`config.mk`:
```
export PLATFORM = sky130hd
export DESIGN_NAME = tkw_divider
export DESIGN_NICKNAME = d
export VERILOG_FILES = /design/src/rtl/core/tukey_window_coefficient_macros.svh /design/src/rtl/core/tkw_pkg.sv /design/src/rtl/core/tkw_divider.sv
export SDC_FILE = /design/constraint.sdc
export NUM_CORES = 2
export LEC_CHECK = 0
export BUFFER_PORTS_ARGS = -buffer_cell sky130_fd_sc_hd__buf_4
export CORE_UTILIZATION = 45
export CTS_CLUSTER_SIZE = 16
export DETAILED_ROUTE_END_ITERATION = 8
export MAX_ROUTING_LAYER = met4
export SLEW_MARGIN = 10
export SYNTH_ARGS = -nofsm -noshare
export SYNTH_HDL_FRONTEND = slang
export SYNTH_SLANG_ARGS = --single-unit
export TNS_END_PERCENT = 100
```
`constraint.sdc`:
```
create_clock -name clock -period 7.29 [get_ports clock]
set_input_delay 0.729 -clock clock [delete_from_list [all_inputs] [get_ports clock]]
set_output_delay 0.729 -clock clock [all_outputs]
set_load 0.01 [all_outputs]
```
`src/rtl/core/tukey_window_coefficient_macros.svh`:
```
// Assertion macros shared by the Tukey window coefficient RTL.
// No dependencies; included by the files that carry assertions.
`ifndef TUKEY_WINDOW_COEFFICIENT_MACROS_SVH
`define TUKEY_WINDOW_COEFFICIENT_MACROS_SVH

// The consequent must hold in the same cycle as the antecedent.
`define TKW_ASSERT_SAME(label, clk, rst, ante, cons) \
   label: assert property (@(posedge clk) disable iff (rst) (ante) |-> (cons)) \
      else $error("tukey window coefficient: same-cycle check failed");

// The consequent must hold in the cycle after the antecedent.
`define TKW_ASSERT_NEXT(label, clk, rst, ante, cons) \
   label: assert property (@(posedge clk) disable iff (rst) (ante) |=> (cons)) \
      else $error("tukey window coefficient: next-cycle check failed");

`endif

```
`src/rtl/core/tkw_pkg.sv`:
```
// Package for the Tukey window coefficient generator: widths, register indices,
// CORDIC constants and the tag carried with every request. No dependencies.
`timescale 1ns / 1ps

package tkw_pkg;

   localparam int MAX_LENGTH     = 4096;
   localparam int COEF_FRAC_BITS = 16;

   localparam int LEN_W     = 13;
   localparam int IDX_W     = 12;
   localparam int ALPHA_W   = 17;
   localparam int CENTRE_W  = 14;
   localparam int POS_W     = 16;
   localparam int CSR_W     = 17;
   localparam int CSR_IDX_W = 3;
   localparam int T2_W      = ALPHA_W + LEN_W;
   localparam int FRAC_SH   = 17;
   localparam int QUO_W     = 31;
   localparam int ANG_W     = 32;
   localparam int CORDIC_W  = 34;
   localparam int CORDIC_STEPS = 16;

   localparam logic [ALPHA_W-1:0] ALPHA_ONE = 17'd65536;

   localparam logic [ANG_W-1:0] HALF_PI_Q30 = 32'd1686629713;
   localparam logic [ANG_W-1:0] PI_Q30      = 32'd3373259426;
   localparam logic [ANG_W-1:0] GAIN_Q30    = 32'd652032874;
   localparam logic [ANG_W-1:0] ONE_Q30     = 32'd1073741824;

   localparam logic [ANG_W-1:0] ATAN_Q30 [0:CORDIC_STEPS-1] = '{
      32'd843314856, 32'd497837829, 32'd263043836, 32'd133525158,
      32'd67021686,  32'd33543515,  32'd16775850,  32'd8388437,
      32'd4194282,   32'd2097149,   32'd1048575,   32'd524287,
      32'd262143,    32'd131071,    32'd65535,     32'd32767
   };

   typedef enum logic [CSR_IDX_W-1:0] {
      CSR_TOTAL_LENGTH    = 3'd0,
      CSR_WINDOW_LENGTH   = 3'd1,
      CSR_TAPER_FRACTION  = 3'd2,
      CSR_CENTERING_ON    = 3'd3,
      CSR_CENTRE_POSITION = 3'd4
   } csr_index_type;

   typedef struct packed {
      logic valid;
      logic in_window;
      logic taper;
   } tag_type;

endpackage

```
`src/rtl/core/tkw_divider.sv`:
```
// Pipelined restoring divider giving the taper phase, one quotient bit per stage.
// Depends on tkw_pkg.
`timescale 1ns / 1ps

module tkw_divider (
   input  logic                          clock,
   input  logic                          reset,
   input  logic                          advance,
   input  tkw_pkg::tag_type              in_tag,
   input  logic [tkw_pkg::LEN_W-1:0]     in_m,
   input  logic [tkw_pkg::T2_W-1:0]      in_t2,
   output tkw_pkg::tag_type              out_tag,
   output logic [tkw_pkg::QUO_W-1:0]     out_phase
);

   localparam int TW = tkw_pkg::T2_W;
   localparam int QW = tkw_pkg::QUO_W;

   logic [TW-1:0]    num_c;
   logic             sat_c;

   tkw_pkg::tag_type tag_ff [0:QW];
   logic             sat_ff [0:QW];
   logic [QW-1:0]    quo_ff [0:QW];
   logic [TW-1:0]    rem_ff [0:QW-1];
   logic [TW-1:0]    t2_ff  [0:QW-1];

   assign num_c = {in_m, {tkw_pkg::FRAC_SH{1'b0}}};
   assign sat_c = num_c >= in_t2;

   always_ff @(posedge clock) begin
      if (reset) begin
         tag_ff[0] <= '0;
      end else if (advance) begin
         tag_ff[0] <= in_tag;
      end
   end

   always_ff @(posedge clock) begin
      if (advance) begin
         sat_ff[0] <= sat_c;
         quo_ff[0] <= '0;
         rem_ff[0] <= sat_c ? '0 : num_c;
         t2_ff[0]  <= in_t2;
      end
   end

   for (genvar k = 0; k < QW; k++) begin : g_step
      logic [TW:0]   r2_c;
      logic          ge_c;
      logic [TW:0]   diff_c;
      logic [TW-1:0] rem_in;

      assign r2_c   = {rem_ff[k], 1'b0};
      assign ge_c   = r2_c >= {1'b0, t2_ff[k]};
      assign diff_c = r2_c - {1'b0, t2_ff[k]};
      assign rem_in = ge_c ? diff_c[TW-1:0] : r2_c[TW-1:0];

      always_ff @(posedge clock) begin
         if (reset) begin
            tag_ff[k+1] <= '0;
         end else if (advance) begin
            tag_ff[k+1] <= tag_ff[k];
         end
      end

      always_ff @(posedge clock) begin
         if (advance) begin
            sat_ff[k+1] <= sat_ff[k];
            quo_ff[k+1] <= {quo_ff[k][QW-2:0], ge_c};
         end
      end

      if (k < QW - 1) begin : g_carry
         always_ff @(posedge clock) begin
            if (advance) begin
               rem_ff[k+1] <= rem_in;
               t2_ff[k+1]  <= t2_ff[k];
            end
         end
      end
   end

   assign out_tag   = tag_ff[QW];
   assign out_phase = sat_ff[QW] ? '1 : quo_ff[QW];

endmodule

```
* Word level (Yosys, flattened, before mapping)
Memories as Yosys holds them, arrays and structs flattened. Cells that the tools add are included.
Operators by class: $add $sub $neg 30, magnitude comparators 32, multiplexer cells 70, bitwise gates (word level) 32
Operators with widths (number):
- $ge A31 B30 Y1 | 31
- $mux W30 | 31
- $sub A30 B30 Y30 | 30
- $mux W3 | 32
- $or A1 B1 Y1 | 32
- $mux W31 | 1
- $ge A30 B30 Y1 | 1
- $mux W1 | 6
Word-level totals: bits in registers 0, RAM bits 2980, input bits 49, output and inout port bits 34, word-level logic and storage cells 169, memories 5
Memory list:
- quo_ff | words 32, bits a word 31, read ports 32, clocked after memory_dff 0, wr ports 32, line tkw_divider.sv:24 | logic [QW-1:0] quo_ff [0:QW];
- rem_ff | words 31, bits a word 30, read ports 31, clocked after memory_dff 0, wr ports 31, line tkw_divider.sv:25 | logic [TW-1:0] rem_ff [0:QW-1];
- t2_ff | words 31, bits a word 30, read ports 31, clocked after memory_dff 0, wr ports 31, line tkw_divider.sv:26 | logic [TW-1:0] t2_ff [0:QW-1];
- tag_ff | words 32, bits a word 3, read ports 32, clocked after memory_dff 0, wr ports 32, line tkw_divider.sv:22 | tkw_pkg::tag_type tag_ff [0:QW];
- sat_ff | words 32, bits a word 1, read ports 32, clocked after memory_dff 0, wr ports 32, line tkw_divider.sv:23 | logic sat_ff [0:QW];

* Logic depth before layout (Yosys ltp)
depth after elaboration 4, mapped depth 16, mapped depth without buffers 13

* Worst setup path after synthesis
No wires, ideal clock.
path kind register -> register, start point mem rem_ff[3][33] (netlist name), end point mem rem_ff[3][61] (netlist name), data pin, library setup time 0.260 ns, arrival 3.351 ns, required time 7.030 ns, setup slack 3.679 ns, stages on the path, launching flop included 15, path buffers 2, period minus slack after synthesis 3.611 ns, path through edfxtp_1 ha_1 a21o_1 nor3_2 a211oi_1 a211oi_2 o21ai_1 a211o_1 a31o_1 a311oi_2 a21oi_1 or4_1 buf_2 buf_6 mux2_4
RTL lines (line):
- from (decl) | tkw_divider.sv:25

==> results_dict.tcl <==
set metrics [dict create \
    async_flop_share 0 \
    skew_ns 0.0350 \
    ys_seq_elements 2467 \
    pin_count 83 \
    crit_required_ns 7.89 \
    die_w_um 541 \
    synth_ff_type "edfxtp_1" \
    rsz0062_at_grt "false" \
    slew_headroom 0.0797 \
    nNetsFinal 12191 \
    grt_max_degree 180 \
    drc_errors 0 \
    hold_viol_final 0 \
    final_antenna_net_count 0 \
    endpoint_kind "flip-flop" \
    cts.htree.levels 5 \
    leakage_nw 59.3 \
    path_clk_slew_ns 0.06 \
    layout_min_cycle_time_ns 4.91 \
    tns_ns 0 \
    post_drt_wl_per_cell_um 19.1 \
    min_path_type "primary input to flip-flop" \
    viasPerCell 5.49 \
    finalSetupViolations 0 \
    drtPass1Iterations 6 \
    grt_usage 0.199 \
    dp_hpwl_mm 210 \
    synth.avg_cell_area_um2 11.9 \
    gp_congestion 0.945 \
    netlist_area_um2 131000 \
    synth_edf_count 2467 \
    clockBufferDepth 4 \
    layout_common_cells "2,467 x edfxtp_1, 1,120 x inv_1, 925 x ha_1" \
    placed_cells 14647 \
    worst_hold_path.num_cells 2 \
    io_buffers 82 \
    place_area_um2 136000 \
    antenna_found_initial 4 \
    critPathLaunchType "flip-flop" \
    cts_resized 0 \
    worst_pin_slew_ns 1.37 \
    outcome "complete, no violations" \
    routed_wl_mm 290 \
    cp.arrival_ns 5.51 \
    ys_seq_area_frac 0.567 \
    finalCritPeriodShare 0.674 \
    p_per_area_nw_per_um2 450 \
    syn_nets 11963 \
    grt_overflow 0 \
    cts_hold_buf 30 \
    grt_pass1_vias 81395 \
    initial_core_util 0.453 \
    drive_above_1_share 0.0927 \
    die_h_um 541 \
    coreArea_um2 288000 \
    clk-insertion-delay-late_ns 0.89 \
    drt_iter0_markers 6465 \
    numCtsBuffers 290 \
    max_freq_mhz 204 \
    finalCoreUtilization 0.506 \
    grt_pass1_wl_mm 452 \
    layout_commonest_cell "edfxtp_1" \
    cts_root_buf "clkbuf_16" \
    final_max_slew_viol_count 0 \
    area_delta_synth_final_pct 11.6 \
    synth_cell_type_count 87 \
    vdd_drop_max_mv 0.242 \
    cp_max_fo 30 \
    r2r_cells 12 \
    maxCapViolations 0 \
    ys_warn_count 0 \
    tritoncts "built" \
    vias 83521 \
    critPathKind "flip-flop to flip-flop" \
    clock-sinks 2467 \
    syn_inst 10960 \
    cts_setup_buffers 0 \
    die_area_um2 293000 \
    fin_cells 15201 \
    finalInstanceArea_um2 146000 \
    rows 197 \
]
-- routing by layer --
layer / track usage / share of wire / wire length, um
met5: - / 0 / 0
met4: 0.0509 / 0.023 / 6700
met3: 0.0276 / 0.051 / 14900
met2: 0.311 / 0.46 / 134000
met1: 0.273 / 0.46 / 135000
-- synthesized netlist by cell type, types with 13 or more instances --
| cell | count | area share |
|---|---|---|
| or3_1 | 27 | 0.0013 |
| buf_1 | 13 | 0.00037 |
| ha_1 | 925 | 0.089 |
| a221o_1 | 13 | 0.0010 |
| a311oi_1 | 19 | 0.0013 |
| nand2b_1 | 98 | 0.0047 |
| a21o_1 | 507 | 0.029 |
| a211oi_1 | 54 | 0.0031 |
| nand2_1 | 755 | 0.022 |
| fa_1 | 29 | 0.0044 |
| o2111ai_1 | 13 | 0.00087 |
| o31a_1 | 18 | 0.0012 |
| a31o_2 | 18 | 0.0012 |
| nor3_1 | 102 | 0.0039 |
| a2111oi_0 | 23 | 0.0015 |
| nor4_1 | 37 | 0.0018 |
| o21bai_1 | 112 | 0.0064 |
| mux2_2 | 354 | 0.031 |
| a211o_1 | 32 | 0.0021 |
| and3_1 | 68 | 0.0033 |
| a21oi_1 | 795 | 0.030 |
| inv_1 | 1120 | 0.032 |
| or2_2 | 61 | 0.0029 |
| o211ai_1 | 34 | 0.0020 |
| nor2_1 | 496 | 0.014 |
| xnor2_1 | 448 | 0.030 |
| mux2_4 | 28 | 0.0032 |
| nand4_1 | 134 | 0.0064 |
| and2_1 | 166 | 0.0079 |
| a21boi_0 | 25 | 0.0014 |
| clkbuf_1 | 179 | 0.0051 |
| o21a_1 | 103 | 0.0059 |
| edfxtp_1 | 2467 | 0.57 |
| a221oi_1 | 27 | 0.0018 |
| o21ai_0 | 706 | 0.027 |
| a31oi_1 | 81 | 0.0039 |
| buf_2 | 31 | 0.0012 |
| o31ai_1 | 58 | 0.0033 |
| nand3_1 | 161 | 0.0062 |
| xor2_1 | 306 | 0.021 |
| and4_1 | 19 | 0.0013 |
| nor2b_1 | 110 | 0.0053 |
-- critical path, cell delays in order (launching register included) --
cell      delay [ns]
edfxtp_1        0.44
ha_1            0.33
nor2b_1         0.15
o31a_1          0.28
o311ai_0        0.53
a21oi_1         0.24
nor4_1          0.45
o31ai_1         0.19
a31oi_1         0.46
o31ai_1         0.13
a21oi_1         0.26
o21a_2          0.73
mux2_2          0.42
-- registers in the layout (all words and copies together) (netlist names) --
name,cells
quo_ff,496
rem_ff,913
sat_ff,32
t2_ff,930
tag_ff,96
-- power by group --
part	total, mW	internal, mW	leakage [nW]	switching (mW)
Combinational	28.0	12.4	30.3	15.7
Sequential	22.9	20.8	24.3	2.08
Clock	14.7	8.73	4.67	5.93
-- kinds of logic (layout without fill, tap and decap cells) --
kind of cell / after synthesis / count (layout) / synth area share
compound gates: 2754 / 2754 / 0.132
fa+ha+maj: 954 / 954 / 0.0930
simple gates: 2287 / 2287 / 0.0842
buf+inv: 1351 / 1809 / 0.0394
xor+xnor: 754 / 754 / 0.0505
flops: 2467 / 2467 / 0.567
other cells: 0 / 2 / 0
mux: 393 / 393 / 0.0346
-- through the flow --
| stage | total power, mW | setup WS [ns] | hold WS (ns) |
|---|---|---|---|
| floorplan | 43.7 | 3.68 | 0.400 |
| global route | 70.0 | 1.99 | 0.0836 |
| detailed placement | 50.9 | 2.52 | 0.405 |
| finish | 65.6 | 2.38 | 0.132 |
| CTS | 66.0 | 2.43 | 0.0361 |
| global placement | 50.4 | 2.55 | 0.400 |
-- cell type report --
cell class | count | area [um2]
fillers | 25034 | 143000
flip-flops and latches | 2467 | 74100
multi-input cells | 7142 | 51700
clock buffers | 335 | 7570
well taps | 3781 | 4730
inverters | 1121 | 4210
clock inverters | 187 | 2000
repair buffers | 166 | 1500
diodes | 2 | 5.00
-- final timing paths --
| check | slack, ns | to | startpoint |
|---|---|---|---|
| max | 2.38 | rem_ff[5][7]$_DFFE_PP_ | rem_ff[4][90]$_SDFFCE_PN0P_ |
| max reg2reg | 2.38 | rem_ff[5][7]$_DFFE_PP_ | rem_ff[4][90]$_SDFFCE_PN0P_ |
| min | 0.13 | tag_ff[0][2]$_SDFFCE_PN0P_ | in_tag[2] |
| min reg2reg | 0.41 | quo_ff[1][131]$_DFFE_PP_ | quo_ff[1][99]$_DFFE_PP_ |
No activity file was read; power rests on OpenSTA's default activity.
