File: config.mk
export PLATFORM = sky130hd
export DESIGN_NAME = tkw_out_buf
export DESIGN_NICKNAME = d
export VERILOG_FILES = /design/src/rtl/core/tkw_pkg.sv /design/src/rtl/core/tkw_out_buf.sv
export VERILOG_INCLUDE_DIRS = /design/src /design/src/rtl/core
export SDC_FILE = /design/constraint.sdc
export NUM_CORES = 1
export LEC_CHECK = 0
export ABC_AREA = 1
export BUFFER_PORTS_ARGS = -buffer_cell sky130_fd_sc_hd__clkbuf_2
export CAP_MARGIN = 20
export CORE_MARGIN = 2
export CORE_UTILIZATION = 48
export CTS_BUF_LIST = sky130_fd_sc_hd__clkbuf_4 sky130_fd_sc_hd__clkbuf_8
export DETAILED_ROUTE_END_ITERATION = 7
export GPL_TIMING_DRIVEN = 1
export HOLD_SLACK_MARGIN = 0.1
export PLACE_DENSITY = 0.78
export SYNTH_ARGS = -nofsm -noshare
export SYNTH_HDL_FRONTEND = slang
export SYNTH_SLANG_ARGS = --single-unit
File: constraint.sdc
create_clock -name clock -period 1.8 [get_ports clock]
set_clock_uncertainty 0.05 [all_clocks]
set_input_delay 0.18 -clock clock [delete_from_list [all_inputs] [get_ports clock]]
set_output_delay 0.18 -clock clock [all_outputs]
set_load 0.05 [all_outputs]
File: src/rtl/core/tukey_window_coefficient_macros.svh
// Assertion macros shared by the Tukey window coefficient RTL.
// No dependencies; included by the files that carry assertions.
`ifndef TUKEY_WINDOW_COEFFICIENT_MACROS_SVH
`define TUKEY_WINDOW_COEFFICIENT_MACROS_SVH

// The consequent must hold in the same cycle as the antecedent.
`define TKW_ASSERT_SAME(label, clk, rst, ante, cons) \
   label: assert property (@(posedge clk) disable iff (rst) (ante) |-> (cons)) \
      else $error("tukey window coefficient: same-cycle check failed");

// The consequent must hold in the cycle after the antecedent.
`define TKW_ASSERT_NEXT(label, clk, rst, ante, cons) \
   label: assert property (@(posedge clk) disable iff (rst) (ante) |=> (cons)) \
      else $error("tukey window coefficient: next-cycle check failed");

`endif

File: src/rtl/core/tkw_pkg.sv
// Package for the Tukey window coefficient generator: widths, register indices,
// CORDIC constants and the tag carried with every request. No dependencies.
`timescale 1ns / 1ps

package tkw_pkg;

   localparam int MAX_LENGTH     = 4096;
   localparam int COEF_FRAC_BITS = 16;

   localparam int LEN_W     = 13;
   localparam int IDX_W     = 12;
   localparam int ALPHA_W   = 17;
   localparam int CENTRE_W  = 14;
   localparam int POS_W     = 16;
   localparam int CSR_W     = 17;
   localparam int CSR_IDX_W = 3;
   localparam int T2_W      = ALPHA_W + LEN_W;
   localparam int FRAC_SH   = 17;
   localparam int QUO_W     = 31;
   localparam int ANG_W     = 32;
   localparam int CORDIC_W  = 34;
   localparam int CORDIC_STEPS = 16;

   localparam logic [ALPHA_W-1:0] ALPHA_ONE = 17'd65536;

   localparam logic [ANG_W-1:0] HALF_PI_Q30 = 32'd1686629713;
   localparam logic [ANG_W-1:0] PI_Q30      = 32'd3373259426;
   localparam logic [ANG_W-1:0] GAIN_Q30    = 32'd652032874;
   localparam logic [ANG_W-1:0] ONE_Q30     = 32'd1073741824;

   localparam logic [ANG_W-1:0] ATAN_Q30 [0:CORDIC_STEPS-1] = '{
      32'd843314856, 32'd497837829, 32'd263043836, 32'd133525158,
      32'd67021686,  32'd33543515,  32'd16775850,  32'd8388437,
      32'd4194282,   32'd2097149,   32'd1048575,   32'd524287,
      32'd262143,    32'd131071,    32'd65535,     32'd32767
   };

   typedef enum logic [CSR_IDX_W-1:0] {
      CSR_TOTAL_LENGTH    = 3'd0,
      CSR_WINDOW_LENGTH   = 3'd1,
      CSR_TAPER_FRACTION  = 3'd2,
      CSR_CENTERING_ON    = 3'd3,
      CSR_CENTRE_POSITION = 3'd4
   } csr_index_type;

   typedef struct packed {
      logic valid;
      logic in_window;
      logic taper;
   } tag_type;

endpackage

File: src/rtl/core/tkw_out_buf.sv
// Two-entry result buffer between the pipeline and the response channel.
// Depends on tkw_pkg and the assertion macros header.
`timescale 1ns / 1ps
`include "tukey_window_coefficient_macros.svh"

module tkw_out_buf #(
   parameter int DATA_W = tkw_pkg::COEF_FRAC_BITS + 2
) (
   input  logic              clock,
   input  logic              reset,
   input  logic              in_valid,
   input  logic [DATA_W-1:0] in_data,
   output logic              full,
   output logic              rsp_valid,
   input  logic              rsp_ready,
   output logic [DATA_W-1:0] rsp_data
);

   logic [DATA_W-1:0] slot_ff [0:1];
   logic [1:0]        count_ff, count_in;
   logic              rd_ff, rd_in;
   logic              wr_ff, wr_in;
   logic              push, pop;

   assign full      = count_ff == 2'd2;
   assign rsp_valid = count_ff != 2'd0;
   assign push      = in_valid && !full;
   assign pop       = rsp_valid && rsp_ready;
   assign rsp_data  = slot_ff[rd_ff];

   always_comb begin
      count_in = count_ff;
      rd_in    = rd_ff;
      wr_in    = wr_ff;
      if (push) begin
         wr_in = ~wr_ff;
      end
      if (pop) begin
         rd_in = ~rd_ff;
      end
      if (push && !pop) begin
         count_in = count_ff + 2'd1;
      end else if (pop && !push) begin
         count_in = count_ff - 2'd1;
      end
   end

   always_ff @(posedge clock) begin
      if (reset) begin
         count_ff <= 2'd0;
         rd_ff    <= 1'b0;
         wr_ff    <= 1'b0;
      end else begin
         count_ff <= count_in;
         rd_ff    <= rd_in;
         wr_ff    <= wr_in;
      end
   end

   always_ff @(posedge clock) begin
      if (push) begin
         slot_ff[wr_ff] <= in_data;
      end
   end

   `TKW_ASSERT_SAME(a_count_range, clock, reset, 1'b1, count_ff != 2'd3)
   `TKW_ASSERT_SAME(a_pointer_gap, clock, reset, count_ff == 2'd1, rd_ff != wr_ff)
   `TKW_ASSERT_NEXT(a_pop_drains, clock, reset, pop && !push, count_ff == $past(count_ff) - 2'd1)
   `TKW_ASSERT_NEXT(a_push_fills, clock, reset, push && !pop, count_ff == $past(count_ff) + 2'd1)

endmodule

== Word-level counts from Yosys, hierarchy flattened ==
Memory sizes are Yosys's and may differ from the RTL's. A register that Yosys moved wholly into a read port is not among the register bits.
Index checks and enable logic that the tools add are counted.

* Register bits after elaboration: 4
* RAM bits: 36
* Input bits: 22
* Output and inout bits: 20
* Logic and storage cells: 24
* Memories kept: 1

{| class="wikitable"
|+ Memories
! memory !! depth !! width !! read ports !! clocked after memory_dff !! wr ports !! RTL line !! RTL
|-
| slot_ff || 2 || 18 || 1 || 1 || 1 || tkw_out_buf.sv:19 || <nowiki>logic [DATA_W-1:0] slot_ff [0:1];</nowiki>
|}

* Add/subtract/negate cells: 2
* Equal/unequal tests: 1
* Multiplexer cells: 6
* Bitwise logic cells: 2
* Reductions and logical operators: 9

{| class="wikitable"
|+ Operators by type and width
! cell !! number
|-
| 1-bit logical AND || 4
|-
| 1-bit 2-to-1 mux || 4
|-
| 2-bit 2-to-1 mux || 2
|-
| 2-bit nonzero test || 2
|-
| 1-bit zero test || 3
|-
| 2-bit by 1-bit adder with 2-bit output, second input constant || 1
|-
| 2-bit == test, second input constant || 1
|-
| 1-bit inverter || 2
|-
| 2-bit by 1-bit subtractor with 2-bit output, second input constant || 1
|}

== Logic depth before layout (Yosys ltp) ==
Gate-level depths: netlist of run 1.

* Word-level depth: 7
* Gate-level depth with buffers: 10

== Worst setup path after synthesis of run 1 ==
No wires, ideal clock.

* Path type: register to register
* Start: reg count_ff[1]
* End: mem slot_ff[1][0] (netlist name), enable pin
* Arrival: 1.252 ns
* Required time: 1.357 ns
* Path slack: 0.105 ns
* Stages on the path, launching flop included: 4
* Path buffers: 0
* Cell sequence: dfxtp_1 > inv_1 > o21ai_2 > nor2_1

* Cells in the longest elaborated chain, start to end: 5

{| class="wikitable"
|+ Ends and longest elaborated chain
! element !! RTL line !! RTL
|-
| start, declared || tkw_out_buf.sv:20 || <nowiki>logic [1:0] count_ff, count_in;</nowiki>
|-
| start signal, assigned || tkw_out_buf.sv:54 || <nowiki>count_ff <= count_in;</nowiki>
|-
| 2-bit == test || tkw_out_buf.sv:25 || <nowiki>assign full = count_ff == 2'd2;</nowiki>
|-
| 1-bit zero test || tkw_out_buf.sv:27 || <nowiki>assign push = in_valid && !full;</nowiki>
|-
| 1-bit logical AND || tkw_out_buf.sv:27 ||
|-
| 1-bit 2-to-1 mux || tkw_out_buf.sv:61 || <nowiki>if (push) begin</nowiki>
|-
| 1-bit 2-to-1 mux (implied by the code) || tkw_out_buf.sv:62 || <nowiki>slot_ff[wr_ff] <= in_data;</nowiki>
|-
| end, declared || tkw_out_buf.sv:19 ||
|}

No other way between the ends.

==> results of run 1 <==
-- per-stage QoR --
step / util (%) / area (um^2) / std cells / power [W]
after floorplan: - / 1600 / 93 / 0.00224
after global placement: 60.4 / 1880 / 182 / 0.00244
after detailed placement: 60.4 / 1880 / 182 / 0.00248
after CTS: 70.2 / 2180 / 210 / 0.00322
after global routing: 70.3 / 2180 / 210 / 0.00335
final: 70.3 / 2180 / 210 / 0.00320
-- kinds of logic (layout without fill, tap and decap cells) --
kind of cell	after synthesis	count (layout)	synth area share [%]
AOI/OAI and AO/OA	5	5	1.80
adders and majority gates	1	1	0.784
buffers and inverters	10	83	3.84
DFF	41	41	74.0
muxes	18	18	15.0
and+or+nand+nor	18	18	4.55
-- layout by cell type (no fill, tap or decap), drive strengths merged --
cell / count
bufinv: 2
dfxtp: 5
mux2: 18
nand3: 2
clkbuf: 46
o21ai: 3
ha: 1
clkinv: 1
edfxtp: 36
nand2: 7
nor2: 8
nand4: 1
inv: 8
a21oi: 2
dlygate4sd3: 20
buf: 6
-- routing by layer --
metal	global-route usage, %	up-vias	share of wire (%)
met2	31.0	35	54
met3	4.41	4	5.9
li1	-	479	-
met1	16.0	466	39
met4	9.12	0	1.5
met5	0	-	0
-- synth_stat cells --
cell type	count	area, um^2
dfxtp_1	5	100
o21ai_0	2	10.0
edfxtp_1	36	1080
mux2_2	8	90.1
o21ai_2	1	8.76
buf_6	1	11.3
ha_1	1	12.5
inv_1	8	30.0
nor2_1	8	30.0
nand4_1	1	6.26
mux2_4	10	150
nand2_1	7	26.3
nand3_1	2	10.0
buf_12	1	20.0
a21oi_1	2	10.0
-- registers in the layout, summed over array words and instances, names as in the netlist, named ones only --
signal and count:
rd_ff 1, wr_ff 1, count_ff 2, slot_ff 36
-- where the power goes --
group	switching, W	internal, W
clock network	0.000279	0.000430
logic	0.000841	0.000392
registers	0.0000526	0.00120
-- area by class of cell --
type,count,area (um^2)
inverters,8,30.0
fillers,233,921
multi-input cells,42,359
well taps,44,55.1
clock buffers,5,37.5
flip-flops and latches,41,1180
repair buffers,67,454
clock inverters,3,65.1
-- timing repair --
item / in CTS / in global routing
resized for setup: 0 / 1
endpoints found under the hold margin: 41 / 0
hold buffers: 20 / 0
endpoints found under the setup margin: 0 / 2
-- worst max-delay path: stages (launching register included) --
cell and delay [ns]:
dfxtp_1 0.36, buf_6 0.19, mux2_2 0.36, clkbuf_2 0.24
-- final timing paths --
check / cells after the start / slack [ns] / from / end
hold / removal: 4 / 0.17 / in_valid / wr_ff
setup reg to reg: 9 / 0.28 / count_ff[1] / count_ff[1]
hold reg to reg: 2 / 0.47 / rd_ff / rd_ff
setup / recovery: 3 / 0.08 / flip-flop / rsp_data[12]
==> summary.md, run 1 <==
| Metric | Value |
|---|---|
| CTS Buf Count | `5` |
| Mean Syn Cell Area | `roughly 17 um^2` |
| Initial DRC count | `22` |
| Total track usage | `about 16%` |
| Final setup vio count | `0` |
| Status | `finished clean` |
| Setup TNS | `0 ns` |
| Area grow syn2layout | `36.7%` |
| CP Capture Type | `output port` |
| Final HPWL DP | `between 1.5 and 2 mm` |
| Initial antenna violation count | `0` |
| Num ports | `42` |
| Die width | `between 60 and 70 um` |
| Cell area after synthesis | `1600 um^2` |
| WS Path Type | `reg2out` |
| Crit start category | `flip-flop` |
| Post-route ant nets | `0` |
| Pleak | `slightly above 0.9 nW` |
| Max cap viols | `0` |
| Cells after Synth | `93` |
| WL per Instance | `12.9 um` |
| Power Dens Cells | `~1500 nW/um^2` |
| Final Cycle Share | `a little over nine tenths` |
| Starting Density | `between 50% and 60%` |
| Grt total ovfl | `0` |
| Setup ws final | `between 0.08 and 0.09 ns` |
| Post-synthesis sequential area ratio | `roughly 74%` |
| CTS clk-pin slew, worst paths | `0.11 ns` |
| Vias in the first global route | `roughly 1.0k` |
| Die height | `roughly 62 um` |
| Worst Hold Class | `in2reg` |
| Pre-CTS setup slack | `between 0.3 and 0.4 ns` |
| Largest net degree at the start of global routing | `14` |
| Core Rows | `20` |
| Nets | `188` |
| Hold Violations, Final | `0` |
| Least-Margin Pin Slew | `~0.28 ns` |
| Residual DRC | `0` |
| Worst Path Max Fanout | `11` |
| Syn nets | `between 100 and 150` |
| H-tree depth | `2` |
| Required time worst endpoint | `1.57 ns` |
| IO buf count | `41` |
| Crit path DAT | `roughly 1.5 ns` |
| Core box area | `3100 um^2` |
| Post-CTS Setup Bufs | `0` |
| Via count | `between 900 and 1k` |
| Seq cells post-synth | `41` |
| Die Footprint | `3800 um^2` |
| ANT cells | `0` |
| Slew Viols, Final | `0` |
| Final min period | `between 1.5 and 2 ns` |
| GPL Wtd Cong | `around 0.67` |
| Worst relative slew slack | `approximately four fifths` |
| Fmax | `582 MHz` |
| RSZ-0062 raised after global routing | `no` |
| Vias per cell | `4.69` |
| Worst skew pair latency | `about 0.34 ns` |
| Routed WL | `approximately 2.7 mm` |
| Pre-antenna DRT Iters | `4` |
| Worst VDD drop | `roughly 0.90 mV` |
| Ratio of cells with drive above 1 in the final layout | `45.8%` |
| WHS | `roughly 0.17 ns` |
| Yosys warnings | `0` |
| TritonCTS clock tree | `yes` |
| Clk buf depth | `2` |
| Clock sink total | `between 40 and 50` |
| Netlist cell types | `15` |
| Clk root buf | `clkbuf_4` |
| First-pass GRT wire length | `4.23 mm` |
(Power assumes the default switching activity.)
==> inputs of run 2 (changes only) <==
--- a/config.mk
+++ b/config.mk
@@ -10,12 +10,12 @@
 export BUFFER_PORTS_ARGS = -buffer_cell sky130_fd_sc_hd__clkbuf_2
 export CAP_MARGIN = 20
 export CORE_MARGIN = 2
-export CORE_UTILIZATION = 48
+export CORE_UTILIZATION = 58
 export CTS_BUF_LIST = sky130_fd_sc_hd__clkbuf_4 sky130_fd_sc_hd__clkbuf_8
 export DETAILED_ROUTE_END_ITERATION = 7
 export GPL_TIMING_DRIVEN = 1
 export HOLD_SLACK_MARGIN = 0.1
-export PLACE_DENSITY = 0.78
+export PLACE_DENSITY = 0.88
 export SYNTH_ARGS = -nofsm -noshare
 export SYNTH_HDL_FRONTEND = slang
 export SYNTH_SLANG_ARGS = --single-unit
==> constraint.sdc (replaced) <==
create_clock -name clock -period 2.1 [get_ports clock]
set_clock_uncertainty 0.05 [all_clocks]
set_input_delay 0.21 -clock clock [delete_from_list [all_inputs] [get_ports clock]]
set_output_delay 0.21 -clock clock [all_outputs]
set_load 0.05 [all_outputs]
==> run 2 against run 1 <==
  * Routed wire length grew 8.9%
  * Highest routed layer unchanged
  * Final cell count shrank 6.7%
  * First-iteration DRC count grew 41%
  * Non-clock buffer count shrank 1
  * Count of clock-buffer cells in the layout grew 1
  * Sequential share of layout area grew 2.1 points
  * Largest cell class unchanged
==> summary.md, run 2 (synthesis gave the netlist of run 1 again) <==
| Metric | Value |
|---|---|
| Status | `finished clean` |
| Core box area | `around 2700 um^2` |
| CTS Buf Count | `5` |
| Ratio of cells with drive above 1 in the final layout | `around 45%` |
| Final HPWL DP | `roughly 2.0 mm` |
| Routed WL | `between 2 and 3 mm` |
| Worst skew pair latency | `between 0.3 and 0.4 ns` |
| Commonest non-fill, non-tap cell in the layout | `clkbuf_2` |
| Comb pwr share | `42.1%` |
| RSZ-0062 raised after global routing | `no` |
| R2R Setup Slk | `roughly 0.54 ns` |
| Reg area | `1180 um^2` |
| Fill count | `160` |
| Clk buf depth | `2` |
| Clk root buf | `clkbuf_4` |
| Setup TNS | `0 ns` |
| Starting Density | `between 50% and 60%` |
| Clock sink total | `41` |
| Clock share of power | `14.8%` |
| Post-CTS Setup Bufs | `0` |
| Nets | `187` |
| Top reg by flops | `slot_ff` |
| Required time worst endpoint | `1.84 ns` |
| Die width | `around 56 um` |
| Reg-to-reg critical path startpoint | `count_ff[0]` |
| Worst VDD drop | `1.04 mV` |
| Initial DRC count | `31` |
| Via count | `approximately 990` |
| Net Sw Frac | `40.0%` |
| Final setup vio count | `0` |
| Internal power | `approximately 0.0015 W` |
| Worst Hold Class | `in2reg` |
| Final Core Density | `between 70% and 80%` |
| Area grow syn2layout | `31.5%` |
| Final min period | `approximately 1.7 ns` |
| Residual DRC | `0` |
| Hold buffers post-CTS | `18` |
| Switching component of the power | `0.00100 W` |
| Die Footprint | `around 3200 um^2` |
| Critical Path End | `rsp_data[9]` |
| GPL Wtd Cong | `around 0.62` |
| Crit path DAT | `1.48 ns` |
| Reg power frac | `between 40% and 50%` |
| Area of the multi-input gates | `around 350 um^2` |
| Commonest non-fill, non-tap cells in the layout | `clkbuf_2 (41), edfxtp_1 (36), dlygate4sd3_1 (19)` |
| CP Cell Sequence | `buf_4, mux2_4, clkbuf_2` |
| Power Dens Cells | `roughly 1200 nW/um^2` |
| Max reg flops | `36` |
| Hold Violations, Final | `0` |
| Slowest CP cell | `dfxtp_1` |
| Pleak | `0.886 nW` |
| Initial antenna violation count | `0` |
| Slew Viols, Final | `0` |
| Crit start category | `flip-flop` |
| Largest regs | `slot_ff (36), count_ff (2)` |
| H-tree depth | `2` |
| CTS clk-pin slew, worst paths | `roughly 0.10 ns` |
| R2r worst-path depth | `8` |
| Largest net degree at the start of global routing | `13` |
| CP Capture Type | `output port` |
| Core Rows | `19` |
| Pre-antenna DRT Iters | `4` |
| Total track usage | `around a fifth` |
| Post-cts sizing count | `0` |
| Post-route ant nets | `0` |
| ANT cells | `0` |
| IO buf count | `between 40 and 50` |
| Grt total ovfl | `0` |
| WS Path Type | `reg2out` |
| CP peak stage delay | `0.35 ns` |
| Least-Margin Pin Slew | `0.280 ns` |
| Max cap viols | `0` |
| WL per Instance | `15.0 um` |
| Vias in the first global route | `about 1k` |
| Worst relative slew slack | `between 80% and 90%` |
| First-pass GRT wire length | `~4.5 mm` |
| Worst Path Max Fanout | `10` |
| Vias per cell | `approximately 5.1` |
| Die height | `56.5 um` |
| TritonCTS clock tree | `yes` |
| Num ports | `42` |
| Worst R2R End | `count_ff[1]` |
| Fmax | `~580 MHz` |
| Final Cycle Share | `a little over 80%` |
[run 2: changes by cell type in the layout (fill, tap and decap cells not counted), sizes merged]
cell         delta
clkbuf          +1
bufinv          -2
clkinv          +1
dlygate4sd3     -1
[run 2: cell type report]
cell class	count	share of cell area, %
clock inverter	2	0.477
tap	31	1.85
sequential	41	56.3
multi-input combinational	42	16.9
timing repair buffer	66	21.0
inverter	8	1.43
clock buffer	6	2.15
[run 2: worst min path at each step]
stage / startpoint / to / slack (ns) / cells after the start
final: rsp_ready / rd_ff / 0.18 / 3
after global routing: rsp_ready / flip-flop / 0.16 / 3
after CTS: reset / count_ff[1] / 0.10 / 4
after detailed placement: in_data[13] / slot_ff[0][13] / 0.35 / 1
after global placement: in_data[16] / slot_ff[0][16] / 0.35 / 1
after floorplan: in_data[0] / slot_ff[0][0] / 0.26 / 0
[run 2: power by group through the flow]
stage	Combinational, W	Clock [W]	Sequential, W
CTS	0.00106	0.000386	0.00108
floorplan	0.000832	0	0.00108
finish	0.00106	0.000371	0.00108
detailed placement	0.00103	0	0.00110
global placement	0.000994	0	0.00109
global route	0.00112	0.000419	0.00109
[run 2: routing by layer]
layer,up-vias,track usage [%],share of wire (%)
li1,481,-,-
met1,468,20.4,38
met2,35,35.7,55
met3,9,7.14,4.9
met4,0,7.82,2.0
met5,-,0,0
[run 2: stage by stage]
stage | total power [W] | hold WS [ns] | area, um^2 | instances | worst slack, ns
after floorplan | 0.00192 | 0.259 | 1600 | 93 | 0.405
after global placement | 0.00208 | 0.349 | 1850 | 169 | 0.741
after detailed placement | 0.00213 | 0.354 | 1850 | 169 | 0.604
after CTS | 0.00252 | 0.103 | 2090 | 195 | 0.337
after global routing | 0.00263 | 0.165 | 2100 | 196 | 0.274
final | 0.00251 | 0.178 | 2100 | 196 | 0.365
[run 2: worst max-delay path, delay by kind of cell, from the launching register on]
| kind | cells | cell delay [ns] |
|---|---|---|
| buf+inv | 2 | 0.47 |
| flops | 1 | 0.35 |
| mux | 1 | 0.32 |
