`src/rtl/core/tukey_window_coefficient_macros.svh`:
```
// Assertion macros shared by the Tukey window coefficient RTL.
// No dependencies; included by the files that carry assertions.
`ifndef TUKEY_WINDOW_COEFFICIENT_MACROS_SVH
`define TUKEY_WINDOW_COEFFICIENT_MACROS_SVH

// The consequent must hold in the same cycle as the antecedent.
`define TKW_ASSERT_SAME(label, clk, rst, ante, cons) \
   label: assert property (@(posedge clk) disable iff (rst) (ante) |-> (cons)) \
      else $error("tukey window coefficient: same-cycle check failed");

// The consequent must hold in the cycle after the antecedent.
`define TKW_ASSERT_NEXT(label, clk, rst, ante, cons) \
   label: assert property (@(posedge clk) disable iff (rst) (ante) |=> (cons)) \
      else $error("tukey window coefficient: next-cycle check failed");

`endif

```
`src/rtl/core/tkw_pkg.sv`:
```
// Package for the Tukey window coefficient generator: widths, register indices,
// CORDIC constants and the tag carried with every request. No dependencies.
`timescale 1ns / 1ps

package tkw_pkg;

   localparam int MAX_LENGTH     = 4096;
   localparam int COEF_FRAC_BITS = 16;

   localparam int LEN_W     = 13;
   localparam int IDX_W     = 12;
   localparam int ALPHA_W   = 17;
   localparam int CENTRE_W  = 14;
   localparam int POS_W     = 16;
   localparam int CSR_W     = 17;
   localparam int CSR_IDX_W = 3;
   localparam int T2_W      = ALPHA_W + LEN_W;
   localparam int FRAC_SH   = 17;
   localparam int QUO_W     = 31;
   localparam int ANG_W     = 32;
   localparam int CORDIC_W  = 34;
   localparam int CORDIC_STEPS = 16;

   localparam logic [ALPHA_W-1:0] ALPHA_ONE = 17'd65536;

   localparam logic [ANG_W-1:0] HALF_PI_Q30 = 32'd1686629713;
   localparam logic [ANG_W-1:0] PI_Q30      = 32'd3373259426;
   localparam logic [ANG_W-1:0] GAIN_Q30    = 32'd652032874;
   localparam logic [ANG_W-1:0] ONE_Q30     = 32'd1073741824;

   localparam logic [ANG_W-1:0] ATAN_Q30 [0:CORDIC_STEPS-1] = '{
      32'd843314856, 32'd497837829, 32'd263043836, 32'd133525158,
      32'd67021686,  32'd33543515,  32'd16775850,  32'd8388437,
      32'd4194282,   32'd2097149,   32'd1048575,   32'd524287,
      32'd262143,    32'd131071,    32'd65535,     32'd32767
   };

   typedef enum logic [CSR_IDX_W-1:0] {
      CSR_TOTAL_LENGTH    = 3'd0,
      CSR_WINDOW_LENGTH   = 3'd1,
      CSR_TAPER_FRACTION  = 3'd2,
      CSR_CENTERING_ON    = 3'd3,
      CSR_CENTRE_POSITION = 3'd4
   } csr_index_type;

   typedef struct packed {
      logic valid;
      logic in_window;
      logic taper;
   } tag_type;

endpackage

```
`src/rtl/core/tkw_front.sv`:
```
// Window geometry stages: placement, taper length and edge distance of each request.
// Depends on tkw_pkg.
`timescale 1ns / 1ps

module tkw_front (
   input  logic                                clock,
   input  logic                                reset,
   input  logic                                advance,
   input  logic                                in_valid,
   input  logic [tkw_pkg::IDX_W-1:0]           sample_index,
   input  logic [tkw_pkg::LEN_W-1:0]           total_length,
   input  logic [tkw_pkg::LEN_W-1:0]           window_length,
   input  logic [tkw_pkg::ALPHA_W-1:0]         taper_fraction,
   input  logic                                centering_on,
   input  logic [tkw_pkg::CENTRE_W-1:0]        centre_position,
   output tkw_pkg::tag_type                    out_tag,
   output logic [tkw_pkg::LEN_W-1:0]           out_m,
   output logic [tkw_pkg::T2_W-1:0]            out_t2
);

   localparam int LW = tkw_pkg::LEN_W;
   localparam int PW = tkw_pkg::POS_W;
   localparam int TW = tkw_pkg::T2_W;
   localparam int FS = tkw_pkg::FRAC_SH;

   logic [LW-1:0]               len_c;
   logic [LW-1:0]               win_c;
   logic [tkw_pkg::ALPHA_W-1:0] alpha_c;
   logic [PW-1:0]               shift_c;
   logic [PW-1:0]               j_c;
   logic                        inside_c;

   logic                        s1_valid_ff, s1_valid_in;
   logic                        s1_inside_ff;
   logic [LW-1:0]               s1_j_ff;
   logic [LW-1:0]               s1_win_ff;
   logic [tkw_pkg::ALPHA_W-1:0] s1_alpha_ff;

   logic                        s2_valid_ff;
   logic                        s2_inside_ff;
   logic [LW-1:0]               s2_j_ff;
   logic [LW-1:0]               s2_win_ff;
   logic [TW-1:0]               s2_t2_ff, s2_t2_in;

   logic [LW-1:0]               lo_c, hi_c, m_c;
   logic [TW-1:0]               hi_full_c;
   logic                        edge_hi_c, edge_lo_c;

   tkw_pkg::tag_type            s3_tag_ff, s3_tag_in;
   logic [LW-1:0]               s3_m_ff;
   logic [TW-1:0]               s3_t2_ff;

   always_comb begin
      if (total_length == '0) begin
         len_c = LW'(1);
      end else if ({4'b0, total_length} > 17'(tkw_pkg::MAX_LENGTH)) begin
         len_c = LW'(tkw_pkg::MAX_LENGTH);
      end else begin
         len_c = total_length;
      end
      if (window_length == '0) begin
         win_c = len_c;
      end else if ({4'b0, window_length} > 17'(tkw_pkg::MAX_LENGTH)) begin
         win_c = LW'(tkw_pkg::MAX_LENGTH);
      end else begin
         win_c = window_length;
      end
      alpha_c = (taper_fraction > tkw_pkg::ALPHA_ONE) ? tkw_pkg::ALPHA_ONE : taper_fraction;
      if (centering_on) begin
         shift_c = {{(PW - tkw_pkg::CENTRE_W){centre_position[tkw_pkg::CENTRE_W-1]}},
                    centre_position} - {{(PW - LW + 1){1'b0}}, win_c[LW-1:1]};
      end else begin
         shift_c = '0;
      end
      j_c = {{(PW - tkw_pkg::IDX_W){1'b0}}, sample_index} - shift_c;
      inside_c = ({1'b0, sample_index} < len_c) && !j_c[PW-1]
                 && (j_c < {{(PW - LW){1'b0}}, win_c});
   end

   assign s1_valid_in = in_valid;

   always_ff @(posedge clock) begin
      if (reset) begin
         s1_valid_ff <= 1'b0;
         s2_valid_ff <= 1'b0;
         s3_tag_ff   <= '0;
      end else if (advance) begin
         s1_valid_ff <= s1_valid_in;
         s2_valid_ff <= s1_valid_ff;
         s3_tag_ff   <= s3_tag_in;
      end
   end

   assign s2_t2_in = s1_alpha_ff * (s1_win_ff - LW'(1));

   always_comb begin
      lo_c      = s2_t2_ff[TW-1:FS];
      hi_full_c = {s2_win_ff, {FS{1'b0}}} - s2_t2_ff;
      hi_c      = hi_full_c[TW-1:FS];
      edge_hi_c = s2_j_ff >= hi_c;
      edge_lo_c = s2_j_ff < lo_c;
      m_c       = edge_hi_c ? (s2_win_ff - LW'(1) - s2_j_ff) : s2_j_ff;
      s3_tag_in.valid     = s2_valid_ff;
      s3_tag_in.in_window = s2_inside_ff;
      s3_tag_in.taper     = s2_inside_ff && (edge_hi_c || edge_lo_c);
   end

   always_ff @(posedge clock) begin
      if (advance) begin
         s1_inside_ff <= inside_c;
         s1_j_ff      <= j_c[LW-1:0];
         s1_win_ff    <= win_c;
         s1_alpha_ff  <= alpha_c;
         s2_inside_ff <= s1_inside_ff;
         s2_j_ff      <= s1_j_ff;
         s2_win_ff    <= s1_win_ff;
         s2_t2_ff     <= s2_t2_in;
         s3_m_ff      <= m_c;
         s3_t2_ff     <= s2_t2_ff;
      end
   end

   assign out_tag = s3_tag_ff;
   assign out_m   = s3_m_ff;
   assign out_t2  = s3_t2_ff;

endmodule

```
`config.mk`:
```
export PLATFORM = sky130hd
export DESIGN_NAME = tkw_front
export DESIGN_NICKNAME = d
export VERILOG_FILES = /design/src/rtl/core/tukey_window_coefficient_macros.svh /design/src/rtl/core/tkw_pkg.sv /design/src/rtl/core/tkw_front.sv
export SDC_FILE = /design/constraint.sdc
export NUM_CORES = 1
export LEC_CHECK = 0
export ABC_AREA = 1
export BUFFER_PORTS_ARGS = -buffer_cell sky130_fd_sc_hd__buf_2
export CAP_MARGIN = 20
export CORE_ASPECT_RATIO = 0.9
export CORE_MARGIN = 3
export CORE_UTILIZATION = 46
export DETAILED_ROUTE_END_ITERATION = 8
export MAX_ROUTING_LAYER = met4
export RECOVER_POWER = 25
export SLEW_MARGIN = 20
export SYNTH_ARGS = -nofsm -noshare
export SYNTH_HDL_FRONTEND = slang
export SYNTH_SLANG_ARGS = --single-unit
export TNS_END_PERCENT = 20
```
`constraint.sdc`:
```
create_clock -name clock -period 9.05 [get_ports clock]
set_clock_uncertainty 0.05 [all_clocks]
set_input_delay 0.905 -clock clock [delete_from_list [all_inputs] [get_ports clock]]
set_output_delay 0.905 -clock clock [all_outputs]
set_load 0.03 [all_outputs]
```
---- Yosys cells after proc, flatten, opt, wreduce, memory -nomap -nowiden ----
Cells that the tools add are included.
storage, ports and cells
  register bits after elaboration ......... 149
  output and inout bits ................... 46
  word-level logic and storage cells ...... 42
cells by class
  add/sub/neg operators ................... 6
  $mul .................................... 1
  magnitude comparators ................... 7
  mux-type cells .......................... 6
  reductions and logical operators ........ 7
operators by type and width
  cell                   count
  $mux 13                5
  $mul 18x14->30         1
  $sub 30x30->30         1
  $gt 13x13->1 const B   2
  $logic_not 13->1       2
  $gt 17x17->1 const B   1
  $lt 16x13->1           1
  $mux 16                1
  $sub 12x16->16         1
  $sub 14x13->15         1
  $sub 13x1->14 const B  1
  $ge 13x13->1           1
  $lt 12x13->1           1
  $lt 13x13->1           1
  $sub 13x1->13 const B  1
  $sub 13x13->13         1
  $logic_and 1x1->1      3
  $logic_not 1->1        1
  $logic_or 1x1->1       1

---- Depth between registers and ports, before layout ----
Gate-level depths: netlist of the first run.
  depth in word-level cells ............... 10
  depth in mapped cells ................... 33
  mapped depth without buffers ............ 33

---- Worst setup path after synthesis of the first run ----
Ideal clock, no wire load.
  kind .................................... reg-to-reg
  start ................................... reg s1_win_ff[0]
  end ..................................... reg s2_t2_ff[22] (data pin)
  library setup time ...................... 0.265 ns
  arrival time ............................ 6.320 ns
  data required time ...................... 8.735 ns
  path slack .............................. 2.415 ns
  stages on the path, launching flop included .. 29
  buffers on the path ..................... 2
  clock period less this slack ............ 6.635 ns
  cell sequence ........................... edfxtp_1 buf_6 inv_1 ha_1 inv_1 nor2_1 or2_2 nand2_1 inv_1 clkbuf_1 nand2_1 fa_1 inv_1 fa_1 fa_1 fa_1 fa_1 inv_1 fa_1 inv_1 ha_1 a21oi_1 o21ai_0 o21bai_1 a21oi_1 nor2_1 nor2_1 o21ai_0 xor2_1
between the ends
  word-level cells in the longest chain between the ends .. 2
ends and longest elaborated chain
  what                      line              source
  start: declaration        tkw_front.sv:36   logic [LW-1:0] s1_win_ff;
  start signal: assignment  tkw_front.sv:112  s1_win_ff <= win_c;
  $sub 13x1->14             tkw_front.sv:94   assign s2_t2_in = s1_alpha_ff * (s1_win_ff - LW'(1));
  $mul 18x14->30            tkw_front.sv:94
  net s2_t2_in[22]          tkw_front.sv:43   logic [TW-1:0] s2_t2_ff, s2_t2_in;
  end signal: assignment    tkw_front.sv:117  s2_t2_ff <= s2_t2_in;
  end: declaration          tkw_front.sv:43
The timed path passes the listed nets, and every way through them passes these cells.
A chain may end at the register's enable or synchronous reset.

---- Worst setup path in the final report of the first run ----
Ends and elaborated chain as after synthesis.

==> flow_summary.toml, run 1 <==
[drt]
firstDrtPassIters = 5
wl_um = 44000
detail-route-antenna-nets = 0
post-route-drc-count = 0
viasPerCell = 5.18
wl_per_cell_um = 17.6
drt_iter0_drc = 938
dr_total_vias = 12900

[critical_path]
ff2ff_setup_slack_ps = 1420
critPathBufInv = 6
ff2ff_path_depth = 28
start_kind = "register"
crit_family = "adder cells"
cp-startpoint = "s1_win_ff[0]"
worstPathArrival_ps = 7760
crit_top_cell = "fa_1"
worstSetupEndpoint = "s2_t2_ff[22]"
timing.rr.start = "s1_win_ff[0]"
cpPeakStageDelay_ps = 720
worstSetupPathDepth = 28
timing.rr.end = "s2_t2_ff[22]"
critPathRequiredTime_ps = 9180
cp_max_fo = 20
end_kind = "register"
path_class = "register to register"
crit_slowest_cell = "edfxtp_1"

[global_route]
grt_max_degree = 82
grt-ovfl-total = 0
grt_pass1_vias = 12600
grt_pass1_wl_um = 69700
antenna_found_initial = 0
grtUsageTotal_pct = 24.1

[layout]
final_common_cell = "inv_1"
drive_gt1_share_pct = 8.41
nets = 2465
syn2layout_area_growth_pct = 9.69
mostFrequentLayoutCells = "372 x inv_1, 352 x nand2_1, 208 x nor2_1"
n_antenna_cell = 0
utilization_pct = 51.7

[clocking]
postCtsSetupBuffers = 0
holdBufCountCts = 0
clk_pin_slew_ps = 70
clock_sinks = 149
cts-htree-levels = 4
cts_buffers = 17
cts_resized = 0
cts_tree = "done"
clock-root-buffer = "clkbuf_16"
clkLatencyLatePin_ps = 440
clock_path_buffers = 2

[synthesis]
yosys.area.top_type_share_pct = 25.9
async_flop_share_pct = 0
avgSynthCellArea_um2 = 8.75
seq_area_frac_synth_pct = 26.5
synth_mux_area_share_pct = 0
synth_top_family_by_area = "adder cells"
yosys_warnings = 0
yosysTopAreaCell = "edfxtp_1"
synth_area_leaders = "edfxtp_1 26%, fa_1 22%, ha_1 15%, inv_1 8.4%, nand2_1 7.9%"
synth_compound_area_share_pct = 7.25
synth_xor_area_share_pct = 3.36
yosysUniqueCellTypes = 41
synth_fa_ha_area_share_pct = 36.7
syn_inst = 1906
ys.flop_type = "edfxtp_1"
synth_seq_cells = 149
synth-edff-count = 144
yosys.area_share.simple_pct = 16.7
synth_nets = 2361
syn_area_um2 = 16700

[hold_path]
hold_class = "register to register"

[place]
port_buffers = 119
place_hpwl_um = 37200
preCtsSetupSlack_ps = 1490
gp_congestion = 0.978

[floorplanning]
io_pins = 120
die_h_um = 187
die_area_um2 = 38600
start_util_pct = 47.1
core-area_um2 = 35400
fp-row-count = 65
fp.dieW_um = 207

[sta]
fin_ws_ps = 1420
setup_viol_count_final = 0
max_slew_margin_pct = -199
worst_pin_slew_ps = 4480
rsz0062_at_grt = "no"
holdWs_ps = 363
finalCritPeriodShare_pct = 84.3
hold_viol = 0
drv_slew = 82
setup-tns-final_ps = 0
fmax_ghz = 0.131
period_needed_ps = 7630

[run]
max_cap_viol_count = 1

[outcome]
outcome = "finished, violations left"
violations = "capacitance limit, slew limit"
[flip-flops by register name, indices dropped and copies added (netlist names)]
register and cells:
out_m 13, s1_j_ff 13, out_t2 30, s1_valid_ff 1, s1_alpha_ff 17, s2_valid_ff 1
s2_inside_ff 1, s1_inside_ff 1, s2_t2_ff 30, out_tag 3, s2_win_ff 13, s1_win_ff 13
s2_j_ff 13
[cell usage after synthesis, types with 25 or more instances]
cell type,instances
inv_1,372
edfxtp_1,144
clkbuf_1,30
ha_1,200
xor2_1,39
a21oi_1,103
nor2_1,208
nand2_1,352
o21ai_0,70
fa_1,181
nand3_1,51
xnor2_1,25
[layer usage]
metal	GRT usage, %	up-vias	part of all wire (%)
met5	-	-	0
met4	3.29	0	0.63
li1	-	6293	-
met1	37.2	6217	50
met3	2.81	21	5.6
met2	35.2	378	44
[worst min-delay path by stage]
stage	depth (start not counted)	end	from
6_report	0	s2_j_ff[9]	s1_j_ff[9]
5_1_grt	0	s2_j_ff[5]	s1_j_ff[5]
4_1_cts	0	s2_j_ff[9]	s1_j_ff[9]
3_5_place_dp	0	s2_j_ff[8]	s1_j_ff[8]
3_3_place_gp	0	s2_inside_ff	s1_inside_ff
2_1_floorplan	0	s2_inside_ff	s1_inside_ff
[cell families (layout without fill, tap and decap cells)]
| logic type | after synthesis | count (layout) |
|---|---|---|
| compound gates | 219 | 219 |
| flops | 149 | 149 |
| xor+xnor | 64 | 64 |
| simple gates | 679 | 679 |
| fa+ha+maj | 381 | 381 |
| buf+inv | 414 | 530 |
[per-stage QoR]
step,instances,cell area (µm²)
after floorplan,1906,16700
after global placement,2460,17700
after detailed placement,2460,17700
after CTS,2491,18300
after global routing,2491,18300
final,2491,18300
[area by class of cell]
type,instances,area (µm²)
inverters,378,1420
repair buffers,121,609
clock buffers,18,429
well taps,469,587
fillers,3417,17100
multi-input cells,1343,10700
flip-flops and latches,149,4420
clock inverters,13,145
Power of run 1 is not shown: default switching activity piles up to over one toggle a cycle in this logic, so the estimate is an artifact.
==> run 2, diff against run 1 <==
--- a/config.mk
+++ b/config.mk
@@ -5,7 +5,7 @@
 export SDC_FILE = /design/constraint.sdc
 export NUM_CORES = 1
 export LEC_CHECK = 0
-export ABC_AREA = 1
+export ABC_AREA = 0
 export BUFFER_PORTS_ARGS = -buffer_cell sky130_fd_sc_hd__buf_2
 export CAP_MARGIN = 20
 export CORE_ASPECT_RATIO = 0.9
==> constraint.sdc (replaced) <==
create_clock -name clock -period 7.65 [get_ports clock]
set_clock_uncertainty 0.05 [all_clocks]
set_input_delay 0.765 -clock clock [delete_from_list [all_inputs] [get_ports clock]]
set_output_delay 0.765 -clock clock [all_outputs]
set_load 0.03 [all_outputs]
==> flow_summary.toml, run 2 <==
[critical_path]
worstPathArrival_ps = 7670
cp_max_fo = 6
crit_slowest_cell = "or4_4"
cpPeakStageDelay_ps = 570
crit_top_cell = "fa_1"
critPathRequiredTime_ps = 7770
end_kind = "register"
path_class = "register to register"
start_kind = "register"

[synthesis]
yosys_warnings = 0
synth_area_leaders = "edfxtp_1 27%, fa_1 22%, ha_1 16%, inv_1 6.0%, nand2_1 4.5%"
syn_area_um2 = 16100
async_flop_share_pct = 0
ys.flop_type = "edfxtp_1"
synth-edff-count = 144
yosysTopAreaCell = "edfxtp_1"
seq_area_frac_synth_pct = 27.5
synth_seq_cells = 149
synth_commonest_cells = "258 x inv_1, 200 x ha_1, 193 x nand2_1, 181 x fa_1, 144 x edfxtp_1"
yosysMostFrequentCell = "inv_1"
yosys.area.top_type_share_pct = 26.8
synth_nets = 2055
avgSynthCellArea_um2 = 10.1
syn_inst = 1600
yosysUniqueCellTypes = 58

[global_route]
grt_max_degree = 80
grt_pass1_wl_um = 61700
grt-ovfl-total = 0
grtUsageTotal_pct = 21.6
grt_pass1_vias = 11700
antenna_found_initial = 1

[clocking]
cts_tree = "done"
cts_buffers = 17
clock_path_buffers = 2
clkLatencyLatePin_ps = 440
clock-root-buffer = "clkbuf_16"
clock_sinks = 149
clk_pin_slew_ps = 70
cts-htree-levels = 4

[floorplanning]
die_area_um2 = 37300
fp.dieW_um = 203
die_h_um = 184
start_util_pct = 47.0
core-area_um2 = 34300
fp-row-count = 64
io_pins = 120

[drt]
wl_per_cell_um = 17.3
firstDrtPassIters = 5
viasPerCell = 5.22
dr_total_vias = 11600
detail-route-antenna-nets = 0
post-route-drc-count = 0
drt_iter0_drc = 644
wl_um = 38500

[sta]
setup-tns-final_ps = 0
worst_pin_slew_ps = 4290
rsz0062_at_grt = "yes"
setup_viol_count_final = 0
max_slew_margin_pct = -186
period_needed_ps = 7550
hold_viol = 0
finalCritPeriodShare_pct = 98.7
fmax_ghz = 0.132
drv_slew = 80

[layout]
drive_gt1_share_pct = 14.1
nets = 2206
final_cells = 2227
utilization_pct = 53.7
syn2layout_area_growth_pct = 14.1
mostFrequentLayoutCells = "257 x inv_1, 194 x ha_1, 189 x nand2_1"
final_common_cell = "inv_1"

[place]
place_hpwl_um = 31200
port_buffers = 119
gp_congestion = 0.921
dp.cells = 2186

[outcome]
violations = "capacitance limit, slew limit"
outcome = "finished, violations left"

[hold_path]
hold_class = "register to register"

[run]
max_cap_viol_count = 1
## run 2: critical path: cells and delay by family, from the launching register on
family	cells	cell delay, ps
fa+ha+maj	7	3230
simple gates	6	1790
compound gates	5	1040
buf+inv	5	470
flops	1	390
xor+xnor	2	290
## run 2: layer usage
metal  wire [µm]  vias up  track usage [%]
met5           0        -                -
met4         847        0             6.28
met3        1800       58             2.90
met2       17500      326             32.6
met1       18400     5674             30.8
li1            -     5569                -
## run 2: timing repair
action                                  in CTS  in global routing
pin swaps                                    1                 32
hold buffers                                 0                  0
endpoints found under the setup margin       1                  6
gates cloned                                 0                  0
buffers inserted                             0                  8
hold endpoints to repair                     0                  0
resized for setup                            3                 50
## run 2: metrics by stage
step | hold slack, ps | cell area [µm²] | setup slack [ps]
2_1_floorplan | 350 | 16100 | 38.8
3_3_place_gp | 351 | 17500 | 19.2
3_5_place_dp | 355 | 17500 | -56.8
4_1_cts | 370 | 18100 | 9.23
5_1_grt | 378 | 18400 | -159
6_report | 370 | 18400 | 99.5
## run 2: kinds of logic after synthesis
| logic type | count (synthesis) | share of synthesized area (%) |
|---|---|---|
| flip-flops | 149 | 27.5 |
| AND/OR/NAND/NOR | 485 | 14.6 |
| adder cells (fa/ha/maj) | 381 | 38.0 |
| buffers and inverters | 298 | 6.94 |
| XOR/XNOR | 82 | 4.46 |
| AO/OA/AOI/OAI | 200 | 8.25 |
| multiplexers | 5 | 0.326 |
## run 2: path summary, 6_finish.rpt
check | startpoint | to | slack, ps | cells after the start
worst max-delay path | s1_win_ff[8] | s2_t2_ff[29] | 100 | 25
worst min-delay path | s1_j_ff[5] | s2_j_ff[5] | 370 | 0
worst max register to register | s1_win_ff[8] | s2_t2_ff[29] | 100 | 25
worst min register to register | s1_j_ff[5] | s2_j_ff[5] | 370 | 0
## run 2: area by class of cell
cell class / instances / area [µm²]
antenna: 1 / 2.50
clock buffer: 18 / 429
clock inverter: 14 / 180
fill: 3139 / 15900
inverter: 258 / 968
multi-input combinational: 1153 / 10800
sequential: 149 / 4420
tap: 462 / 578
timing repair buffer: 172 / 992
Power of run 2 is left out for the same reason.
==> run 3, diff against run 2 <==
--- a/config.mk
+++ b/config.mk
@@ -7,13 +7,16 @@
 export LEC_CHECK = 0
 export ABC_AREA = 0
 export BUFFER_PORTS_ARGS = -buffer_cell sky130_fd_sc_hd__buf_2
-export CAP_MARGIN = 20
+export CAP_MARGIN = 15
+export CELL_PAD_IN_SITES_DETAIL_PLACEMENT = 0
+export CELL_PAD_IN_SITES_GLOBAL_PLACEMENT = 1
 export CORE_ASPECT_RATIO = 0.9
 export CORE_MARGIN = 3
 export CORE_UTILIZATION = 46
 export DETAILED_ROUTE_END_ITERATION = 8
 export MAX_ROUTING_LAYER = met4
-export RECOVER_POWER = 25
+export PLACE_DENSITY_LB_ADDON = 0.1
+export RECOVER_POWER = 100
 export SLEW_MARGIN = 20
 export SYNTH_ARGS = -nofsm -noshare
 export SYNTH_HDL_FRONTEND = slang
==> flow_summary.toml, run 3 (same netlist as run 2, synthesis figures left out) <==
[critical_path]
start_kind = "register"
timing.rr.start = "s1_win_ff[6]"
worstPathArrival_ps = 7650
path_class = "register to register"
end_kind = "register"
cp-startpoint = "s1_win_ff[6]"
ff2ff_path_depth = 25
critPathRequiredTime_ps = 7760
cp_max_fo = 5

[place]
gp_congestion = 0.942
place_hpwl_um = 32300
port_buffers = 119
dp.cells = 2190

[drt]
detail-route-antenna-nets = 0
wl_met2_um = 17600
met3_length_um = 1620
m1WireLength_um = 19600
post-route-drc-count = 0
drt_iter0_drc = 561
wl_um = 39300
wl_per_cell_um = 17.6
viasPerCell = 5.18
dr_total_vias = 11500
firstDrtPassIters = 5
top_layer = "met4"

[sta]
hold_viol = 0
setup_viol_count_final = 0
fmax_ghz = 0.133
drv_slew = 153
worst_pin_slew_ps = 3850
setup-tns-final_ps = 0
finalCritPeriodShare_pct = 98.6
period_needed_ps = 7540
rsz0062_at_grt = "yes"
max_slew_margin_pct = -157

[hold_path]
hold_class = "register to register"
min_delay_path_depth = 0
min_from = "s1_j_ff[8]"

[floorplanning]
die_area_um2 = 37300
fp-row-count = 64
fp.dieW_um = 203
io_pins = 120
core-area_um2 = 34300
start_util_pct = 47.0
die_h_um = 184

[outcome]
outcome = "finished, violations left"
violations = "capacitance limit, slew limit"

[layout]
syn2layout_area_growth_pct = 12.7
final_cells = 2224
mostFrequentLayoutCells = "258 x inv_1, 199 x ha_1, 191 x nand2_1"
drive_gt1_share_pct = 10.0
final_common_cell = "inv_1"
n_antenna_cell = 0
nets = 2204

[global_route]
grtUsageTotal_pct = 22.1
antenna_found_initial = 1
grt_max_degree = 77
grt_pass1_wl_um = 62500
grt_pass1_vias = 11700
grt-ovfl-total = 0

[clocking]
holdBufCountCts = 0
clk_pin_slew_ps = 70
clock_sinks = 149
clkLatencyLatePin_ps = 430
cts_tree = "done"
clock-root-buffer = "clkbuf_16"
cts-htree-levels = 4
clock_path_buffers = 2
cts_buffers = 17

[run]
max_cap_viol_count = 2
-- run 3: changes by cell type in the layout (fill, tap and decap cells not counted), moves of 3 or more --
cell      change
o21ai_2       -3
buf_2        -49
ha_1          +5
nor3_2        +3
ha_4          -3
buf_12        +3
buf_4         -8
clkbuf_1     +52
-- run 3: final cells by class --
cell class / instances / area, µm²
Clock buffer: 17 / 425
Clock inverter: 15 / 154
Fill cell: 3212 / 16100
Inverter: 258 / 968
Multi-Input combinational cell: 1153 / 10700
Sequential cell: 149 / 4420
Tap cell: 462 / 578
Timing Repair Buffer: 170 / 928
-- run 3: worst paths after layout --
| kind | end | slack (ps) |
|---|---|---|
| min | s2_j_ff[8] | 370 |
| max | s2_t2_ff[29] | 110 |
| max reg2reg | s2_t2_ff[29] | 110 |
| min reg2reg | s2_j_ff[8] | 370 |
-- run 3: repair_timing --
item                       4_1_cts  5_1_grt
buffers inserted                 0        2
pin swaps                        0        8
gates cloned                     0        0
setup endpoints to repair        1        4
resized for setup                1       25
hold endpoints to repair         0        0
-- run 3: through the flow --
step / cell area (µm²) / hold WS, ps / worst slack (ps) / util, %
after floorplan: 16100 / 350 / 38.8 / -
after global placement: 17600 / 351 / 126 / 51.2
after detailed placement: 17600 / 355 / -32.0 / 51.2
after CTS: 18200 / 369 / 14.9 / 53.0
after global routing: 18200 / 385 / -121 / 53.0
final: 18200 / 366 / 109 / 53.0
-- run 3: metal layers --
layer,vias up,GRT usage (%)
met4,0,4.40
met1,5680,32.7
li1,5564,-
met2,240,33.6
met5,-,-
met3,26,2.12
-- run 3: critical path, stage by stage, from the launching register on --
cell and delay (ps):
edfxtp_1 390, or4_4 580, or4_4 450, xnor2_2 150, buf_4 160, and2_1 170, fa_1 480, inv_1 60
fa_1 540, inv_1 60, fa_2 580, fa_1 450, fa_1 540, inv_1 50, fa_1 530, inv_1 40
ha_1 220, nand3_2 100, nand2_2 70, a2111oi_4 360, a221o_2 250, o21ai_1 90, or4_1 430, a31o_1 240
a21oi_2 150, xnor2_1 90
Power of run 3 is left out for the same reason.
